## config.mk

```make
export PLATFORM = sky130hd
export DESIGN_NAME = e2e_message_check
export DESIGN_NICKNAME = d
export VERILOG_FILES = /design/src/hdl/emc_pkg.sv /design/src/hdl/emc_frame.sv /design/src/hdl/emc_seq.sv /design/src/hdl/e2e_message_check.sv
export SDC_FILE = /design/constraint.sdc
export NUM_CORES = 1
export LEC_CHECK = 0
export ABC_AREA = 1
export BUFFER_PORTS_ARGS = -buffer_cell sky130_fd_sc_hd__buf_4
export CAP_MARGIN = 40
export CORE_UTILIZATION = 30
export DETAILED_ROUTE_END_ITERATION = 10
export GPL_ROUTABILITY_DRIVEN = 0
export HOLD_SLACK_MARGIN = 0.15
export PLACE_DENSITY = 0.55
export SETUP_SLACK_MARGIN = 0.4
export SLEW_MARGIN = 20
export SYNTH_ARGS = -nofsm -noshare
export SYNTH_HDL_FRONTEND = slang
export SYNTH_SLANG_ARGS = --single-unit
export TNS_END_PERCENT = 1
```

## constraint.sdc

```tcl
create_clock -name clk -period 5.3 [get_ports clk]
set_input_delay 1.06 -clock clk [delete_from_list [all_inputs] [get_ports clk]]
set_output_delay 1.06 -clock clk [all_outputs]
set_load 0.02 [all_outputs]
```

## src/hdl/emc_pkg.sv

```systemverilog
// ----------------------------------------------------------------------------
// emc_pkg
// Shared types, codes and the CRC-8 byte step of the end-to-end message check.
// ----------------------------------------------------------------------------
package emc_pkg;

    localparam logic [7:0] CRC_POLY    = 8'h2F;
    localparam logic [7:0] CRC_INIT    = 8'hFF;
    localparam logic [7:0] CRC_XOR_OUT = 8'hFF;
    localparam int         CFG_W       = 16;
    localparam int         CFG_IDX_W   = 3;

    typedef enum logic [2:0] {
        ST_OK        = 3'd0,
        ST_SOME_LOST = 3'd1,
        ST_REPEATED  = 3'd2,
        ST_WRONG_SEQ = 3'd3,
        ST_WRONG_CRC = 3'd4,
        ST_INITIAL   = 3'd5,
        ST_SYNC      = 3'd6,
        ST_BAD_PATH  = 3'd7
    } status_t;

    typedef enum logic [1:0] {
        RX_VALID   = 2'd0,
        RX_INVALID = 2'd1,
        RX_INIT    = 2'd2,
        RX_NO_DATA = 2'd3
    } rx_state_t;

    typedef enum logic [2:0] {
        CFG_DATA_LENGTH    = 3'd0,
        CFG_DATA_ID        = 3'd1,
        CFG_COUNTER_OFFSET = 3'd2,
        CFG_CRC_OFFSET     = 3'd3,
        CFG_MAX_DELTA      = 3'd4
    } cfg_idx_t;

    // framing view of the beat being processed
    typedef struct packed {
        logic       last;
        logic [1:0] path;
        logic       crc_ok;
        logic [7:0] counter;
    } frm_info_t;

    typedef struct packed {
        status_t   status;
        logic      path0_error;
        logic      path1_error;
        rx_state_t rx_state;
        logic      error_flag;
    } res_t;

    // one byte through the crc-8, msb first
    function automatic logic [7:0] crc8_byte(input logic [7:0] crc, input logic [7:0] data);
        logic [7:0] c;
        c = crc ^ data;
        for (int i = 0; i < 8; i++) begin
            c = c[7] ? ((c << 1) ^ CRC_POLY) : (c << 1);
        end
        return c;
    endfunction

endpackage

```

## src/hdl/emc_frame.sv

```systemverilog
// ----------------------------------------------------------------------------
// emc_frame
// Message framing: byte position, running CRC, CRC and counter capture.
// ----------------------------------------------------------------------------
module emc_frame #(
    parameter int MAX_MESSAGE_BYTES = 256
) (
    input  logic                clk,
    input  logic                rst_n,
    input  logic                step,
    input  logic [7:0]          msg_byte,
    input  logic [1:0]          path_sel,
    input  logic [8:0]          data_length,
    input  logic [15:0]         data_id,
    input  logic [7:0]          counter_offset,
    input  logic [7:0]          crc_offset,
    output emc_pkg::frm_info_t  info
);

    localparam int POS_W = (MAX_MESSAGE_BYTES > 2) ? $clog2(MAX_MESSAGE_BYTES) : 1;
    localparam int LEN_W = (POS_W + 1 > 9) ? POS_W + 1 : 9;
    localparam int CMP_W = (POS_W > 8) ? POS_W : 8;

    logic [POS_W-1:0] pos_reg, pos_next;
    logic [7:0]       crc_reg, crc_next;
    logic [7:0]       cap_crc_reg, cap_crc_next;
    logic [7:0]       cap_cnt_reg, cap_cnt_next;
    logic [1:0]       path_reg, path_next;

    logic [LEN_W-1:0] len_ext;
    logic [LEN_W-1:0] eff_len;
    logic [LEN_W-1:0] pos_plus;
    logic             is_crc;
    logic             is_cnt;
    logic             last;
    logic [7:0]       calc;

    always_comb
    begin
        len_ext = LEN_W'(data_length);
        if (len_ext == '0)
        begin
            eff_len = LEN_W'(1);
        end
        else if (len_ext > LEN_W'(MAX_MESSAGE_BYTES))
        begin
            eff_len = LEN_W'(MAX_MESSAGE_BYTES);
        end
        else
        begin
            eff_len = len_ext;
        end
        pos_plus = LEN_W'(pos_reg) + LEN_W'(1);
        last     = (pos_plus >= eff_len);

        is_crc = (CMP_W'(pos_reg) == CMP_W'(crc_offset));
        is_cnt = (CMP_W'(pos_reg) == CMP_W'(counter_offset));

        path_next    = (pos_reg == '0) ? path_sel : path_reg;
        cap_crc_next = is_crc ? msg_byte : cap_crc_reg;
        cap_cnt_next = is_cnt ? msg_byte : cap_cnt_reg;
        crc_next     = is_crc ? crc_reg : emc_pkg::crc8_byte(crc_reg, msg_byte);

        // fold in the data id, low byte first
        calc = emc_pkg::crc8_byte(crc_next, data_id[7:0]);
        calc = emc_pkg::crc8_byte(calc, data_id[15:8]) ^ emc_pkg::CRC_XOR_OUT;

        pos_next = pos_reg + POS_W'(1);

        info.last    = last;
        info.path    = path_next;
        info.crc_ok  = (calc == cap_crc_next);
        info.counter = cap_cnt_next;
    end

    always_ff @(posedge clk or negedge rst_n)
    begin
        if (!rst_n)
        begin
            pos_reg     <= '0;
            crc_reg     <= emc_pkg::CRC_INIT;
            cap_crc_reg <= '0;
            cap_cnt_reg <= '0;
            path_reg    <= '0;
        end
        else if (step)
        begin
            path_reg <= path_next;
            if (last)
            begin
                pos_reg     <= '0;
                crc_reg     <= emc_pkg::CRC_INIT;
                cap_crc_reg <= '0;
                cap_cnt_reg <= '0;
            end
            else
            begin
                pos_reg     <= pos_next;
                crc_reg     <= crc_next;
                cap_crc_reg <= cap_crc_next;
                cap_cnt_reg <= cap_cnt_next;
            end
        end
    end

endmodule

```

## src/hdl/emc_seq.sv

```systemverilog
// ----------------------------------------------------------------------------
// emc_seq
// Counter sequence check, per-path error marks and result mapping.
// ----------------------------------------------------------------------------
module emc_seq (
    input  logic               clk,
    input  logic               rst_n,
    input  logic               step,
    input  emc_pkg::frm_info_t info,
    input  logic [6:0]         max_delta,
    output emc_pkg::res_t      res
);

    logic [7:0] last_cnt_reg, last_cnt_next;
    logic       seen_reg, seen_next;
    logic       mark0_reg, mark0_next;
    logic       mark1_reg, mark1_next;

    logic [7:0]        delta;
    logic              set_mark;
    logic              clr_mark;
    emc_pkg::status_t  status;

    always_comb
    begin
        delta         = info.counter - last_cnt_reg;
        set_mark      = 1'b0;
        clr_mark      = 1'b0;
        last_cnt_next = last_cnt_reg;
        seen_next     = seen_reg;

        if (info.path[1])
        begin
            status = emc_pkg::ST_BAD_PATH;
        end
        else if (!info.crc_ok)
        begin
            status   = emc_pkg::ST_WRONG_CRC;
            set_mark = 1'b1;
        end
        else if (!seen_reg)
        begin
            status        = emc_pkg::ST_INITIAL;
            seen_next     = 1'b1;
            last_cnt_next = info.counter;
            clr_mark      = 1'b1;
        end
        else if (delta == 8'd0)
        begin
            status = emc_pkg::ST_REPEATED;
        end
        else if (delta[7])
        begin
            status = emc_pkg::ST_WRONG_SEQ;
        end
        else if (delta == 8'd1)
        begin
            status        = emc_pkg::ST_OK;
            last_cnt_next = info.counter;
            clr_mark      = 1'b1;
        end
        else if (delta <= {1'b0, max_delta})
        begin
            status        = emc_pkg::ST_SOME_LOST;
            last_cnt_next = info.counter;
        end
        else
        begin
            status        = emc_pkg::ST_SYNC;
            last_cnt_next = info.counter;
        end

        mark0_next = mark0_reg;
        mark1_next = mark1_reg;
        if (set_mark || clr_mark)
        begin
            if (info.path[0])
            begin
                mark1_next = set_mark;
            end
            else
            begin
                mark0_next = set_mark;
            end
        end

        res.status      = status;
        res.path0_error = mark0_next;
        res.path1_error = mark1_next;
        res.error_flag  = 1'b0;
        case (status)
            emc_pkg::ST_OK, emc_pkg::ST_SOME_LOST:
            begin
                res.rx_state = emc_pkg::RX_VALID;
            end
            emc_pkg::ST_REPEATED, emc_pkg::ST_WRONG_SEQ, emc_pkg::ST_WRONG_CRC:
            begin
                res.rx_state   = emc_pkg::RX_INVALID;
                res.error_flag = 1'b1;
            end
            emc_pkg::ST_SYNC:
            begin
                res.rx_state = emc_pkg::RX_INIT;
            end
            emc_pkg::ST_INITIAL:
            begin
                res.rx_state = emc_pkg::RX_NO_DATA;
            end
            default:
            begin
                res.rx_state = emc_pkg::RX_INVALID;
            end
        endcase
    end

    always_ff @(posedge clk or negedge rst_n)
    begin
        if (!rst_n)
        begin
            last_cnt_reg <= '0;
            seen_reg     <= 1'b0;
            mark0_reg    <= 1'b0;
            mark1_reg    <= 1'b0;
        end
        else if (step && info.last)
        begin
            last_cnt_reg <= last_cnt_next;
            seen_reg     <= seen_next;
            mark0_reg    <= mark0_next;
            mark1_reg    <= mark1_next;
        end
    end

endmodule

```

## src/hdl/e2e_message_check.sv

```systemverilog
// ----------------------------------------------------------------------------
// e2e_message_check
// End-to-end check of received messages, one message byte per beat.
// ----------------------------------------------------------------------------
// The block takes one byte per clock cycle on the input channel, unless a
// message's last byte is held back. A beat lands in an input register and is
// processed from there; the last byte of a message produces one result beat,
// held in an output register until it is taken.
// Bytes that do not end a message flow on even while a result is waiting;
// a new message's last byte waits only until the previous result is taken.
// The one-byte CRC-8 update of the running CRC sets the rate of one byte per
// cycle when not held. Configuration is written through a plain write port.
module e2e_message_check #(
    parameter int MAX_MESSAGE_BYTES = 256
) (
    input  logic                          clk,
    input  logic                          rst_n,
    input  logic                          cfg_wr_en,
    input  logic [emc_pkg::CFG_IDX_W-1:0] cfg_index,
    input  logic [emc_pkg::CFG_W-1:0]     cfg_wdata,
    input  logic                          in_valid,
    output logic                          in_ready,
    input  logic [7:0]                    msg_byte,
    input  logic [1:0]                    path_sel,
    output logic                          out_valid,
    input  logic                          out_ready,
    output logic [2:0]                    check_status,
    output logic                          path0_error,
    output logic                          path1_error,
    output logic [1:0]                    receiver_state,
    output logic                          error_flag
);

    logic [8:0]  data_length_reg;
    logic [15:0] data_id_reg;
    logic [7:0]  counter_offset_reg;
    logic [7:0]  crc_offset_reg;
    logic [6:0]  max_delta_reg;

    logic        in_full_reg, in_full_next;
    logic [7:0]  byte_reg;
    logic [1:0]  path_reg;
    logic        out_valid_reg, out_valid_next;
    emc_pkg::res_t res_reg;

    logic               advance;
    emc_pkg::frm_info_t info;
    emc_pkg::res_t      res;

    // configuration registers
    always_ff @(posedge clk or negedge rst_n)
    begin
        if (!rst_n)
        begin
            data_length_reg    <= 9'd8;
            data_id_reg        <= 16'd0;
            counter_offset_reg <= 8'd1;
            crc_offset_reg     <= 8'd0;
            max_delta_reg      <= 7'd1;
        end
        else if (cfg_wr_en)
        begin
            case (cfg_index)
                emc_pkg::CFG_DATA_LENGTH:    data_length_reg    <= cfg_wdata[8:0];
                emc_pkg::CFG_DATA_ID:        data_id_reg        <= cfg_wdata[15:0];
                emc_pkg::CFG_COUNTER_OFFSET: counter_offset_reg <= cfg_wdata[7:0];
                emc_pkg::CFG_CRC_OFFSET:     crc_offset_reg     <= cfg_wdata[7:0];
                emc_pkg::CFG_MAX_DELTA:      max_delta_reg      <= cfg_wdata[6:0];
                default:
                begin
                end
            endcase
        end
    end

    // a beat that ends a message needs room in the output register
    assign advance  = in_full_reg && (!info.last || !out_valid_reg || out_ready);
    assign in_ready = !in_full_reg || advance;

    always_comb
    begin
        in_full_next = in_full_reg;
        if (in_valid && in_ready)
        begin
            in_full_next = 1'b1;
        end
        else if (advance)
        begin
            in_full_next = 1'b0;
        end

        out_valid_next = out_valid_reg;
        if (advance && info.last)
        begin
            out_valid_next = 1'b1;
        end
        else if (out_ready)
        begin
            out_valid_next = 1'b0;
        end
    end

    always_ff @(posedge clk or negedge rst_n)
    begin
        if (!rst_n)
        begin
            in_full_reg   <= 1'b0;
            out_valid_reg <= 1'b0;
        end
        else
        begin
            in_full_reg   <= in_full_next;
            out_valid_reg <= out_valid_next;
        end
    end

    always_ff @(posedge clk)
    begin
        if (in_valid && in_ready)
        begin
            byte_reg <= msg_byte;
            path_reg <= path_sel;
        end
        if (advance && info.last)
        begin
            res_reg <= res;
        end
    end

    emc_frame #(
        .MAX_MESSAGE_BYTES (MAX_MESSAGE_BYTES)
    ) u_frame (
        .clk            (clk),
        .rst_n          (rst_n),
        .step           (advance),
        .msg_byte       (byte_reg),
        .path_sel       (path_reg),
        .data_length    (data_length_reg),
        .data_id        (data_id_reg),
        .counter_offset (counter_offset_reg),
        .crc_offset     (crc_offset_reg),
        .info           (info)
    );

    emc_seq u_seq (
        .clk       (clk),
        .rst_n     (rst_n),
        .step      (advance),
        .info      (info),
        .max_delta (max_delta_reg),
        .res       (res)
    );

    assign out_valid      = out_valid_reg;
    assign check_status   = res_reg.status;
    assign path0_error    = res_reg.path0_error;
    assign path1_error    = res_reg.path1_error;
    assign receiver_state = res_reg.rx_state;
    assign error_flag     = res_reg.error_flag;

`ifndef SYNTH
    // a result is only ever loaded by the last byte of a message
    a_result_source: assert property (@(posedge clk) disable iff (!rst_n)
        $rose(out_valid_reg) |-> $past(advance && info.last))
        else $error("result raised without a last byte");

    // a held input beat is never dropped while it waits
    a_beat_kept: assert property (@(posedge clk) disable iff (!rst_n)
        in_full_reg && !advance |=> in_full_reg)
        else $error("input beat lost");

    // an unread result is never overwritten
    a_no_overwrite: assert property (@(posedge clk) disable iff (!rst_n)
        out_valid_reg && !out_ready |-> !(advance && info.last))
        else $error("pending result overwritten");

    // error flag goes with the invalid receiver state
    a_err_state: assert property (@(posedge clk) disable iff (!rst_n)
        out_valid_reg && res_reg.error_flag |-> res_reg.rx_state == emc_pkg::RX_INVALID)
        else $error("error flag with wrong receiver state");
`endif

endmodule
```

# Word level (Yosys, flattened, before mapping)
# Index checks and enable logic that the tools add are counted.
# totals
input_bits	34
word_cells	162
ff_bits	113
# classes
addsub	3
order_cmp	3
n_reduce_logical	26
bitwise	29
muxes	62
n_eq_ne	16
# ops
op	n
two-way mux 6 bit	24
NOT 5 bit	24
two-way mux 8 bit	10
== test 8 bit	3
XOR 8 bit	3
two-way mux 3 bit	7
two-way mux 9 bit	2
two-way mux 1 bit	17
logical NOT 8 bit	2
== test 3 x 2 -> 1 bit, second input constant	4
== test 3 bit, second input constant	4
AND reduction 2 bit	5
adder 8 x 1 -> 9 bit, second input constant	1
>= comparator 9 bit	1
> comparator 9 bit, second input constant	1
logical NOT 9 bit	1
adder 8 x 1 -> 8 bit, second input constant	1
== test 8 x 1 -> 1 bit, second input constant	1
<= comparator 8 x 7 -> 1 bit	1
NOT 8 bit	1
subtractor 8 bit	1
== test 3 x 1 -> 1 bit, second input constant	2
logical NOT 3 bit	2
case mux 2 bit (3 select lines)	1
11 further kinds	20

# Depth between registers and ports, before layout
# Gate-level depths: netlist (run 1).
# logic_depth
depth_word	59
depth_mapped	43
mapped_depth_nobuf	43

# By module
# Synthesis (run 1) repeated with hierarchy kept, for this count alone.
# unflattened
hier_cells	1171
area_unflattened_um2	8299.2
# by_module_without_submodules
module	cells_each	instances	area_each_um2
emc_frame	727	1	4275.4
e2e_message_check	246	1	2667.6
emc_seq	198	1	1356.3

# Worst setup path after synthesis (run 1)
# No wires, ideal clock.
# synth_timing
path_type	reg-to-reg
from	register u_frame.pos_reg[5]
to	register res_reg (netlist bit receiver_state[0]), data pin
setup_slack_ns	1.061
setup_time_ns	0.256
stages_incl_launch_ff	28
period_less_slack_ns	4.239
required_ns	5.044
arrival_ns	3.983
n_path_buf	2
path_cell_list	dfrtp_1 -> buf_6 -> xor2_1 -> nor3_1 -> nand4_1 -> clkbuf_1 -> nand2_1 -> o21ai_0 -> ha_1 -> fa_1 -> nand3b_1 -> and2_1 -> nor2_1 -> o21ai_0 -> nand2_1 -> xor2_1 -> ha_1 -> nand2_1 -> nor4_1 -> or2_2 -> nand2_1 -> nand2_1 -> a21oi_1 -> nand2_1 -> nand2_2 -> inv_2 -> o21ai_1 -> nand2_1
# synth_rtl
element	line_no	text
from (decl)	emc_frame.sv:24	logic [POS_W-1:0] pos_reg, pos_next;
from (signal assigned)	emc_frame.sv:98	pos_reg <= pos_next;
to (signal assigned)	e2e_message_check.sv:126	res_reg <= res;
to (decl)	e2e_message_check.sv:44	emc_pkg::res_t res_reg;

==> results.ini, run 1 <==
[status]
status = completed

[drt]
drtIter0Drc = 335
drc = 0
drtAntennaViolNets = 0
num_vias = 7033
avgViaCountPerCell = 4.65
wl_um = 20300
dr.pass1.iters = 5
wl_per_cell_um = 13.4

[yosys]
yosys_warnings = 0
yosysMostFrequentCell = nand2_1
synthCells = 1117
synth_nets = 1177
synthTopCellsByArea = dfrtp_1 26%, nand2_1 19%, nand3_1 6.9%, edfxtp_1 6.8%, inv_1 6.7%
synth-edff-count = 18
ys_types = 43
synth_top_cell_area_share_pct = 26.5
ys_ff_latch = 113
synth.avg_cell_area_sq_um = 7.11
ys.flop_type = dfrtp_1
synthArstFlopShare_pct = 84.1
yosysSeqAreaShare_pct = 36.9
syn_area_sq_mm = 0.00794
synth_commonest_cells = 393 x nand2_1, 141 x inv_1, 109 x nand3_1, 84 x dfrtp_1, 75 x o21ai_0
synth_area_leader_cell = dfrtp_1

[critical_path]
crit_type = flop to flop
start_kind = flop
worst_setup_path_end_kind = flop
crit_path_frequent_cell = nand2_1
cp.required_ns = 5.47
cp.buffers_inverters = 3
critical_path.top_delay_family = simple AND/OR/NAND/NOR gates
critPathSlowestCell = dfrtp_1
critical_path_arrival_ns = 4.57
max_stage_delay_ns = 0.46
crit_fanout = 16

[sta]
fin_tns_setup_ns = 0
finalSetupViolCount = 0
worstMarginPinSlew_ns = 0.660
finalCritPeriodShare_pct = 83.2
fin_ws_ns = 0.893
min_period_ns = 4.41
drv_slew = 0
hold_viol = 0
timing.fmax_ghz = 0.227
finClkSkew_ns = 0.00896
grt_setup_unrepaired = false
slew_headroom_pct = 54.7

[global_route]
grt_use_met2_pct = 26.8
grtUsageMet3_pct = 2.81
grt_pass1_wl_um = 34100
met1_usage_pct = 22.0
overflow = 0
grt_busiest_layer = met2
grtUsageTotal_pct = 16.3
grt_max_degree = 54
antenna_found_initial = 0
grt_pass1_vias = 6773

[cts]
path_clk_slew_ns = 0.06
clk_path_buf_depth = 2
postCtsHoldBufs = 0
htreeDepth = 4
cts_tree = yes
clock-sinks = 113
root_buffer = clkbuf_16
cts_resized = 0
clock_latency_ns = 0.42
postCtsSetupBuffers = 0
cts-buffers-inserted = 17

[layout]
area_delta_synth_final_pct = 16.3
fillers = 2818
drive_gt1_share_pct = 17.0
nets = 1226
multiInputGateArea_sq_mm = 0.00432
largest_reg_flops = 16
antenna_cells = 0
ff_latch_area_sq_mm = 0.00293

[min_path]
hp-class = input pin to async pin

[floorplan]
num_rows = 59
die_y_um = 165
start_util_pct = 30.6
io_pins = 44
die_w_um = 165
core_area_sq_mm = 0.0260
die-area_sq_mm = 0.0271

[placement]
pre_cts_slack_ns = 0.865
hpwl_um = 15700
portBuffers = 43

[flow_run]
cap_violations = 0

==> metrics by stage <==
| step | cells | instance area, sq um | utilization, % | hold slack [ns] |
|---|---|---|---|---|
| floorplan | 1117 | 7940 | - | 0.453 |
| global placement | 1480 | 8630 | 33.2 | 0.466 |
| detailed placement | 1481 | 8650 | 33.3 | 0.468 |
| CTS | 1513 | 9220 | 35.5 | 0.462 |
| global route | 1514 | 9230 | 35.5 | 0.464 |
| finish | 1514 | 9230 | 35.5 | 0.476 |
==> layout make-up <==
cell class	count	share of cell area, %
inverter	157	6.48
sequential	113	31.7
timing repair buffer	50	4.32
tap	335	4.54
multi-input combinational	827	46.8
clock buffer	18	4.76
clock inverter	14	1.38
==> layer usage <==
layer / vias to the layer above / part of all wire [%]
met3: 17 / 3.5
met4: 0 / 1.2
met5: - / 0
met1: 3220 / 49
met2: 111 / 46
li1: 3685 / -
==> cell families (layout without fill, tap and decap cells) <==
| logic type | Yosys count | after routing | synth area share, % |
|---|---|---|---|
| DFF | 113 | 113 | 36.9 |
| buffers and inverters | 177 | 239 | 8.73 |
| adders and majority gates | 26 | 26 | 4.19 |
| AOI/OAI and AO/OA | 134 | 134 | 9.53 |
| and+or+nand+nor | 628 | 628 | 36.2 |
| muxes | 4 | 4 | 0.552 |
| xor gates and xnor gates | 35 | 35 | 3.86 |
==> cells in the final DEF (no fill, tap or decap), types with 18 or more instances in the layout <==
cell type,Yosys,layout
nor2_1,24,23
ha_1,25,24
nand2_2,47,47
nand3_1,109,109
inv_1,141,141
edfxtp_1,18,18
o22ai_1,19,19
o21ai_0,75,73
xnor2_1,18,18
buf_4,0,48
nand2_1,393,393
dfrtp_1,84,84
==> final timing paths <==
kind	start	end	slack [ns]	cells past startpoint
max in group asynchronous	rst_n	u_frame.crc_reg[1]$_DFFE_PN1P_	4.10	2
setup / recovery	u_frame.pos_reg[5]$_DFFE_PN0P_	receiver_state[0]$_DFFE_PP_	0.89	25
setup reg to reg	u_frame.pos_reg[5]$_DFFE_PN0P_	receiver_state[0]$_DFFE_PP_	0.89	25
min in group clk	u_seq.last_cnt_reg[2]$_DFFE_PN0P_	u_seq.last_cnt_reg[2]$_DFFE_PN0P_	0.48	2
hold / removal	rst_n	data_length_reg[0]$_DFFE_PN0P_	0.48	1
hold reg to reg	u_seq.last_cnt_reg[2]$_DFFE_PN0P_	u_seq.last_cnt_reg[2]$_DFFE_PN0P_	0.48	2
Power of run 1 is not shown: default switching activity piles up to over one toggle a cycle in this logic, so the estimate is an artifact.
==> run 2, diff against run 1 <==
- clock period: 5.3 -> 4.3 ns (I/O delays scaled with it)
==> run 2 against run 1 <==
Compared with the run above:
- sequential share of layout area decreased by 5.7 points
- sequential cell count unchanged
- clock skew grew 0.0024 ns
- first-iteration DRC count increased by 11%
==> results.ini, run 2 (synthesis gave the netlist of run 1 again) <==
[status]
status = completed

[critical_path]
critPathSlowestCell = dfrtp_1
r2r_cells = 38  ; +52%
rr_startpoint = u_frame.pos_reg[0]$_DFFE_PN0P_
endpoint = receiver_state[0]$_DFFE_PP_
crit_start = u_frame.pos_reg[0]$_DFFE_PN0P_
crit_path_frequent_cell = nand2_2
crit_fanout = 8  ; -8
worst_setup_path_end_kind = flop
cp.required_ns = 4.48  ; -0.99 ns
reg2reg_to = receiver_state[0]$_DFFE_PP_
crit_type = flop to flop
start_kind = flop
ff2ff_setup_slack_ns = 0.22  ; -0.67 ns
critical_path_arrival_ns = 4.26  ; -0.31 ns
max_stage_delay_ns = 0.39  ; -0.07 ns

[floorplan]
core_area_sq_mm = 0.0260  ; unchanged
die_w_um = 165  ; unchanged
die-area_sq_mm = 0.0271  ; unchanged
io_pins = 44  ; unchanged
num_rows = 59  ; unchanged
start_util_pct = 30.6  ; unchanged
die_y_um = 165  ; unchanged

[placement]
portBuffers = 43  ; unchanged
hpwl_um = 16100  ; +3.1%
pre_cts_slack_ns = 0.0733  ; -0.792 ns

[sta]
drv_slew = 0  ; unchanged
slew_headroom_pct = 42.1  ; -13 points
hold_viol = 0  ; unchanged
finalCritPeriodShare_pct = 94.8  ; +12 points
worstMarginPinSlew_ns = 0.845  ; +0.184 ns
finalSetupViolCount = 0  ; unchanged
finClkSkew_ns = 0.0113  ; +0.00236 ns
timing.fmax_ghz = 0.245  ; +8.1%
grt_setup_unrepaired = true
min_period_ns = 4.08  ; -0.330 ns
fin_tns_setup_ns = 0  ; unchanged
fin_ws_ns = 0.222  ; -0.670 ns

[global_route]
grt_pass1_vias = 7245  ; +7.0%
antenna_found_initial = 0  ; unchanged
grtUsageTotal_pct = 17.3  ; +0.95 points
grt_pass1_wl_um = 36000  ; +5.5%
overflow = 0  ; unchanged
grt_max_degree = 45  ; -17%

[layout]
mostFrequentLayoutCells = 257 x nand2_1, 128 x nand2_2, 126 x buf_4
fillers = 2549  ; -9.5%
drive_gt1_share_pct = 41.4  ; +24 points
ff_latch_area_sq_mm = 0.00293  ; about the same
multiInputGateArea_sq_mm = 0.00556  ; +29%
antenna_cells = 0  ; unchanged
largest_reg_flops = 16  ; unchanged
nets = 1315  ; +7.3%
area_delta_synth_final_pct = 41.7
final_common_cell = nand2_1

[drt]
drtAntennaViolNets = 0  ; unchanged
dr.pass1.iters = 5  ; unchanged
avgViaCountPerCell = 4.79  ; +3.2%
num_vias = 7683  ; +9.2%
drtIter0Drc = 371  ; +11%
drc = 0  ; unchanged
wl_um = 23100  ; +14%
wl_per_cell_um = 14.4  ; +7.4%

[cts]
htreeDepth = 4  ; unchanged
clock_latency_ns = 0.43  ; about the same
root_buffer = clkbuf_16
cts_tree = yes
cts-buffers-inserted = 17  ; unchanged
clock-sinks = 113  ; unchanged
clk_path_buf_depth = 2  ; unchanged
path_clk_slew_ns = 0.06  ; about the same

[flow_run]
cap_violations = 0  ; unchanged

[min_path]
hp-class = input pin to async pin

==> run 2: cell count changes in the layout (fill, tap and decap cells not counted), sizes merged <==
cell / previous run / this run
buf: 50 / 138
clkinvlp: 0 / 1
bufinv: 1 / 3
clkinv: 8 / 6
==> run 2: repair_timing <==
action	in CTS	in global routing
pin swaps	71	139
hold buffers	0	0
endpoints found under the setup margin	19	20
setup buffers	51	24
gates resized for setup	167	169
cloned	2	0
==> run 2: critical path, delay by kind of cell, from the launching register on <==
family / cells / cell delay [ns]
buf+inv: 8 / 0.62
simple gates: 28 / 2.57
xor+xnor: 1 / 0.11
compound gates: 1 / 0.12
flops: 1 / 0.39
==> run 2: stage by stage <==
stage                     cells  hold slack (ns)  utilization [%]  cell area [sq um]
after floorplan            1117            0.453                -               7980
after global placement     1493            0.467             33.7               8750
after detailed placement   1494            0.469             33.8               8780
after CTS                  1579            0.313             40.0              10400
after global routing       1603            0.323             43.3              11300
final                      1603            0.312             43.3              11300
==> run 2: worst min path at each step <==
stage	cells after the start	from	slack, ns	to
after floorplan	2	u_frame.path_reg[1]$_DFFE_PN0P_	0.45	u_frame.path_reg[1]$_DFFE_PN0P_
after global routing	1	rst_n	0.32	data_length_reg[5]$_DFFE_PN0P_
final	1	rst_n	0.31	data_length_reg[5]$_DFFE_PN0P_
after detailed placement	2	u_seq.last_cnt_reg[4]$_DFFE_PN0P_	0.47	u_seq.last_cnt_reg[4]$_DFFE_PN0P_
after CTS	1	rst_n	0.31	data_length_reg[5]$_DFFE_PN0P_
after global placement	2	u_seq.last_cnt_reg[2]$_DFFE_PN0P_	0.47	u_seq.last_cnt_reg[2]$_DFFE_PN0P_
==> run 2: cell type report <==
cell class / count / area share [%]
multi-input combinational: 827 / 49.4
inverter: 157 / 5.46
clock buffer: 18 / 3.90
sequential: 113 / 26.1
tap: 335 / 3.73
timing repair buffer: 138 / 9.83
clock inverter: 14 / 1.56
timing repair inverter: 1 / 0.0445
==> run 2: routing by layer <==
metal	share of wire, %	GRT usage (%)	vias up	wire length, um
met5	0	0	-	0
met4	2.0	6.59	0	471
met3	2.8	2.51	31	639
met2	49	28.6	136	11300
met1	47	22.6	3645	10800
li1	-	-	3871	-
Power of run 2 is left out for the same reason.
